--- src/design/speck128_cbc_engine_unit_macros.svh ---
// Assertion macros for the speck128 CBC engine controller.
// No dependencies.
`ifndef SPECK128_CBC_ENGINE_UNIT_MACROS_SVH
`define SPECK128_CBC_ENGINE_UNIT_MACROS_SVH
// Implication checked on every clock edge outside reset.
`define SPK_ASSERT_IMP(lbl, clk, rst_n, pre, post) \
	lbl: assert property (@(posedge clk) disable iff (!rst_n) (pre) |-> (post)) \
		else $error("assertion failed");
// Next-cycle implication.
`define SPK_ASSERT_NXT(lbl, clk, rst_n, pre, post) \
	lbl: assert property (@(posedge clk) disable iff (!rst_n) (pre) |=> (post)) \
		else $error("assertion failed");
`endif

--- src/design/spk_pkg.sv ---
// Package for the speck128 CBC engine: shared types and constants.
// No dependencies.
`default_nettype none
package spk_pkg;
	localparam int unsigned WordW  = 64;
	localparam int unsigned RkAw   = 6;
	localparam int unsigned CntW   = 5;
	localparam logic [WordW-1:0] PadWord = 64'h1010101010101010;

	localparam logic [2:0] RegKey0  = 3'd0;
	localparam logic [2:0] RegKey1  = 3'd1;
	localparam logic [2:0] RegKey2  = 3'd2;
	localparam logic [2:0] RegKey3  = 3'd3;
	localparam logic [2:0] RegKsize = 3'd4;
	localparam logic [2:0] RegMode  = 3'd5;
	localparam logic [2:0] RegIvX   = 3'd6;
	localparam logic [2:0] RegIvY   = 3'd7;

	// controller -> datapath
	typedef struct packed {
		logic ks_start;   // load key words, begin expansion
		logic ks_step;    // one key schedule step
		logic load_in;    // capture input block, xor chain for encrypt
		logic load_pad;   // capture pad block for encrypt
		logic rnd_step;   // one cipher round
		logic finish;     // finish block, update chain, fill output
		logic pad_last;   // output last flag for pad result
	} spk_cmd_t;

	// datapath -> controller
	typedef struct packed {
		logic       ks_done;
		logic       rnd_done;
		logic       need_pad;
	} spk_sts_t;
endpackage
`default_nettype wire

--- src/design/spk_ctrl.sv ---
// Speck128 CBC controller: key schedule and block sequencing, output handshake.
// Depends on spk_pkg and the macros header.
`default_nettype none
`include "speck128_cbc_engine_unit_macros.svh"
module spk_ctrl (
	input  wire logic              clk,
	input  wire logic              arst_n,
	input  wire logic              key_wr,
	input  wire logic              in_tvalid,
	output logic                   in_tready,
	output logic                   out_tvalid,
	input  wire logic              out_tready,
	output spk_pkg::spk_cmd_t      cmd,
	input  wire spk_pkg::spk_sts_t sts
);
	typedef enum logic [2:0] {
		ST_IDLE, ST_KS, ST_RUN, ST_FIN, ST_OUT, ST_PAD, ST_PRUN, ST_PFIN
	} state_t;
	state_t state_q;
	logic pad_q;

	assign in_tready = (state_q == ST_IDLE) && !key_wr;

	always_comb begin
		cmd = '0;
		cmd.ks_start = key_wr;
		cmd.ks_step  = (state_q == ST_KS) && !sts.ks_done && !key_wr;
		cmd.load_in  = in_tvalid && in_tready;
		cmd.load_pad = (state_q == ST_PAD);
		cmd.rnd_step = (state_q == ST_RUN || state_q == ST_PRUN) && !sts.rnd_done;
		// result registers are only written once the previous result has gone
		cmd.finish   = (state_q == ST_FIN || state_q == ST_PFIN) &&
			(!out_tvalid || out_tready);
		cmd.pad_last = (state_q == ST_PFIN);
	end

	always_ff @(posedge clk or negedge arst_n) begin
		if (!arst_n) begin
			state_q <= ST_IDLE;
			out_tvalid <= 1'b0;
			pad_q <= 1'b0;
		end else begin
			out_tvalid <= cmd.finish || (out_tvalid && !out_tready);
			if (key_wr) state_q <= ST_KS;
			else case (state_q)
				ST_IDLE: if (cmd.load_in) state_q <= ST_RUN;
				ST_KS:   if (sts.ks_done) state_q <= ST_IDLE;
				ST_RUN:  if (sts.rnd_done) state_q <= ST_FIN;
				ST_FIN: begin
					if (cmd.finish) begin
						pad_q <= sts.need_pad;
						state_q <= sts.need_pad ? ST_PAD : ST_IDLE;
					end
				end
				ST_PAD:  state_q <= ST_PRUN;
				ST_PRUN: if (sts.rnd_done) state_q <= ST_PFIN;
				ST_PFIN: begin
					if (cmd.finish) begin
						pad_q <= 1'b0;
						state_q <= ST_IDLE;
					end
				end
				default: state_q <= ST_IDLE;
			endcase
		end
	end

	`SPK_ASSERT_IMP(a_no_accept_busy, clk, arst_n, state_q != ST_IDLE, !in_tready)
	`SPK_ASSERT_NXT(a_run_after_accept, clk, arst_n, cmd.load_in && !key_wr, state_q == ST_RUN)
	`SPK_ASSERT_IMP(a_pad_flag, clk, arst_n, state_q == ST_PRUN, pad_q)
endmodule
`default_nettype wire

--- config.mk ---
export PLATFORM = sky130hd
export DESIGN_NAME = spk_ctrl
export DESIGN_NICKNAME = d
export VERILOG_FILES = /design/src/design/spk_pkg.sv /design/src/design/spk_ctrl.sv
export VERILOG_INCLUDE_DIRS = /design/src /design/src/design
export SDC_FILE = /design/constraint.sdc
export NUM_CORES = 1
export LEC_CHECK = 0
export BUFFER_PORTS_ARGS = -buffer_cell sky130_fd_sc_hd__buf_2
export CELL_PAD_IN_SITES_DETAIL_PLACEMENT = 0
export CELL_PAD_IN_SITES_GLOBAL_PLACEMENT = 2
export CORE_UTILIZATION = 19
export CTS_BUF_LIST = sky130_fd_sc_hd__clkbuf_16
export CTS_CLUSTER_DIAMETER = 100
export CTS_CLUSTER_SIZE = 30
export DETAILED_ROUTE_END_ITERATION = 16
export PLACE_DENSITY = 0.67
export SYNTH_ARGS = -nofsm -noshare
export SYNTH_HDL_FRONTEND = slang
export SYNTH_SLANG_ARGS = --single-unit
export TNS_END_PERCENT = 30
--- constraint.sdc ---
create_clock -name clk -period 1.45 [get_ports clk]
set_input_delay 0.29 -clock clk [delete_from_list [all_inputs] [get_ports clk]]
set_output_delay 0.29 -clock clk [all_outputs]
set_load 0.01 [all_outputs]
[Yosys cells after proc, flatten, opt, wreduce, memory -nomap -nowiden]
Index checks and enable logic that the tools add are counted.
Operators by class
  mux-type cells: 9
  reduce and logical (&&, ||, !) cells: 18
  eq/ne operators: 12
Operator list (number)
  2-to-1 mux 3 bit: 8
  case mux 3 bit (7 select lines): 1
  != test 3 bit (second input constant): 5
  equality test 3 bit (second input constant): 3
  logical AND 1 bit: 7
  equality test 3 x 2 -> 1 bit (second input constant): 2
  AND reduction 6 bit: 1
  logical NOT 1 bit: 5
  logical OR 1 bit: 4
  equality test 3 x 1 -> 1 bit (second input constant): 1
  logical NOT 3 bit: 1
  != test 3 x 2 -> 1 bit (second input constant): 1
Word-level totals
  input bits: 8
  register bits after elaboration: 4
  word-level logic and storage cells: 41

[Logic depth before layout (Yosys ltp)]
  word-level depth: 6
  depth in mapped cells: 5
  mapped depth without buffers: 4

[Worst setup path before layout]
Ideal clock, no wire load.
  path type: reg-to-reg
  start point: register state_q[1]
  end point: register state_q[2]
  arrival time: 1448 ps
  data required time: 1322 ps
  path buffers: 0
  slack: -125 ps
  cell stages (with the launch flop): 4
  setup time: 128 ps
  clock period less this slack: 1575 ps
  cells stage by stage: dfrtp_1 or3_4 o31ai_4 mux2_1
Between the ends
  longest elaborated chain between the ends: 5
  elaborated cells between the ends (all ways): 20
  those cells by class: eq/ne (12); mux (2); reduce/logical (6)
RTL lines
  start: declaration: line spk_ctrl.sv:19  | state_t state_q;
  start signal: assignment: line spk_ctrl.sv:52  | state_q <= sts.need_pad ? ST_PAD : ST_IDLE;
  equality test 3 x 2 -> 1 bit, or another cell as far along
  logical OR 1 bit / logical AND 1 bit (equally long branches): line spk_ctrl.sv:32, spk_ctrl.sv:22
  logical AND 1 bit (on tied branches): line spk_ctrl.sv:32, spk_ctrl.sv:28
  != test 3 bit (no source line) / != test 3 x 2 -> 1 bit (equally long branches)
  AND reduction 6 bit (no source line)
Parallel ways exist; a longest one is shown, timed or not.
A chain may end at the register's enable or synchronous reset.

==> run metrics <==
crit-path cells or3_4 -> and2b_1 -> buf_2; clk_skew between 1.5 and 2 ps; drt first pass iters 2; CTS tree yes; Rows 14; antenna cells 0; Placer Congestion between 0.7 and 0.8; initial antenna violation count 0; Final Power around 0.0012 W; DIE HEIGHT ~43 µm; largest net degree at the start of global routing 8; Worst Path Max Fanout 4; via count approximately 350; DRT iter0 DRCs 1; Place WS -22.62 ps; clock sink count 4; CP required 1160 ps; failing checks negative setup slack; simple-gate portion of the synthesized area a little under a third; DRT antenna net count 0; Distinct cells, synth 25; initial core utilization between 20% and 30%; synthesized net count 46; Synth warnings 0; drc violations 0; Worst-path clk slew approximately 30 ps; Max Cap Viol 0; mux cell area share after synthesis around 6.6%; Vias/cell 4.370; Clock Tree Buf Depth 2; Post-Synth XOR/XNOR Area 2.703%; hold_ws 276.8 ps; die footprint 1875 µm²; final setup margin -128.0 ps; Cell Area, Synth 324.1 µm²; CP endpoint kind primary output; Die X 43.30 µm; share of layout cells above drive strength 1 52.31%; DP HPWL 575.4 µm; RR Endpoint state_q[2]; crit-path max cell delay 390 ps; Post-Syn Instances 38; crit path to cmd[4]; RSZ-0062 raised after global routing yes; # placed instances 75; most frequent cells in the layout buf_2, buf_4, inv_1, dfrtp_1; post-DR wirelength/cell roughly 10 µm; CP Launch Type flop; critical path's slowest cell or3_4; nets 75; power per cell area slightly above 2000 nW/µm²; period utilization 108.8%; Setup CP Type reg2out; Compound-Gate Fraction of Synth Area roughly a fifth; relative slew slack ~80%; Tmin final 1578 ps; largest family of logic cells by synthesized area simple AND/OR/NAND/NOR gates; R2R cell count 4; H-tree Lvls 1; post-route insts no fill 81; most common cell after layout, fill and taps aside buf_2; status finished with violations; core box area about 1500 µm²; leakage between 0.3 and 0.4 nW; Arrival @ worst endpoint approximately 1300 ps; Final Cell Area about 600 µm²; CP startpoint state_q[2]; synthesized area per cell 8.528 µm²; Max Clk Rate ~0.63 GHz; Num CTS Buffers 3; worst r2r src state_q[2]; adder-cell share of the synthesized area 0%; #FFs+latches synth 4; Slew Limit Fails 0; number of global-route vias before repair 345; Root Driver clkbuf_16; Hold WC Path Type in2reg; Worst R2R Setup Slack -90 ps; clk_lat worst skew between 200 and 250 ps; I/O Buffers 16; placed instance area approximately 470 µm²; I/O pin count 17; first-pass GRT wire length between 1000 and 1500 µm; Slew @ Worst Pin 294.6 ps; maximum vdd drop ~0.73 mV; total grt overflow 0; worst min-delay path startpoint out_tready; Area Overhead vs Synth 84.94%; gr usage total a little over a tenth; final setup violating endpoints 6; Seq/Total Area, Yosys a little over 30%; drt total wl about 840 µm; Fin. Hold Viols 0
==> sequential cells by signal, summed over array words and instances (netlist names) <==
name,flops
state_q,3
out_tvalid,1
==> report_power, final <==
group          total [W]  internal (W)  switching [W]
Clock           0.000433      0.000353      0.0000804
Combinational   0.000598      0.000323       0.000275
Sequential      0.000203      0.000162      0.0000411
Total            0.00123      0.000838       0.000396
==> worst max-delay path, delay by kind of cell (launching register included) <==
family	cells	cell delay, ps
AND/OR/NAND/NOR	2	590
buffers and inverters	1	120
flip-flops	1	360
==> area by class of cell <==
type	count	area, µm²
clock buffer	3	75.07
fill	159	942.2
inverter	4	15.01
multi-input combinational	28	217.7
sequential	4	100.1
tap	16	20.02
timing repair buffer	26	171.4
==> metrics by stage <==
stage	TNS, ps	util [%]
floorplan	-9.161	-
global placement	-13.97	30.36
detailed placement	-39.03	30.36
CTS	-664.6	37.34
global route	-813.3	38.88
finish	-447.5	38.88
==> synthesized netlist by cell type (all sizes together) <==
cell type | n | area (µm²)
a21oi | 3 | 15.01
a311oi | 1 | 8.760
and2 | 1 | 6.260
and2b | 1 | 7.510
and3 | 1 | 6.260
and3b | 1 | 8.760
buf | 2 | 12.51
dfrtp | 4 | 100.1
inv | 4 | 15.01
mux2 | 1 | 11.26
mux2i | 1 | 10.01
nand2 | 1 | 3.750
nand2b | 1 | 6.260
nand3b | 1 | 7.510
nor2 | 3 | 11.26
nor2b | 2 | 12.51
nor3 | 2 | 10.01
nor3b | 1 | 7.510
o21ai | 3 | 15.01
o31ai | 2 | 28.78
or3 | 1 | 11.26
xnor2 | 1 | 8.760
==> worst min-delay path by stage <==
stage / endpoint / cells after the start
after global routing: out_tvalid / 2
after floorplan: out_tvalid / 0
after CTS: out_tvalid / 2
final: out_tvalid / 2
after global placement: out_tvalid / 1
after detailed placement: out_tvalid / 1
==> logic make-up after synthesis <==
| logic type | Yosys count |
|---|---|
| AO/OA/AOI/OAI | 9 |
| XOR/XNOR | 1 |
| buffers and inverters | 6 |
| flip-flops | 4 |
| multiplexers | 2 |
| AND/OR/NAND/NOR | 16 |
==> timing repair <==
item,4_1_cts,5_1_grt
setup buffers,2,0
pin swaps,1,1
setup endpoints to repair,4,9
endpoints found under the hold margin,4,0
hold buffers,1,0
gates resized for setup,1,5
==> metal layers <==
metal,wire length (µm),global-route usage (%),vias to the layer above
met1,403,15.89,153
met2,366,13.73,13
met3,47,1.702,2
li1,-,-,186
met4,25,7.273,0
met5,0,0,-
(Power assumes the default switching activity.)
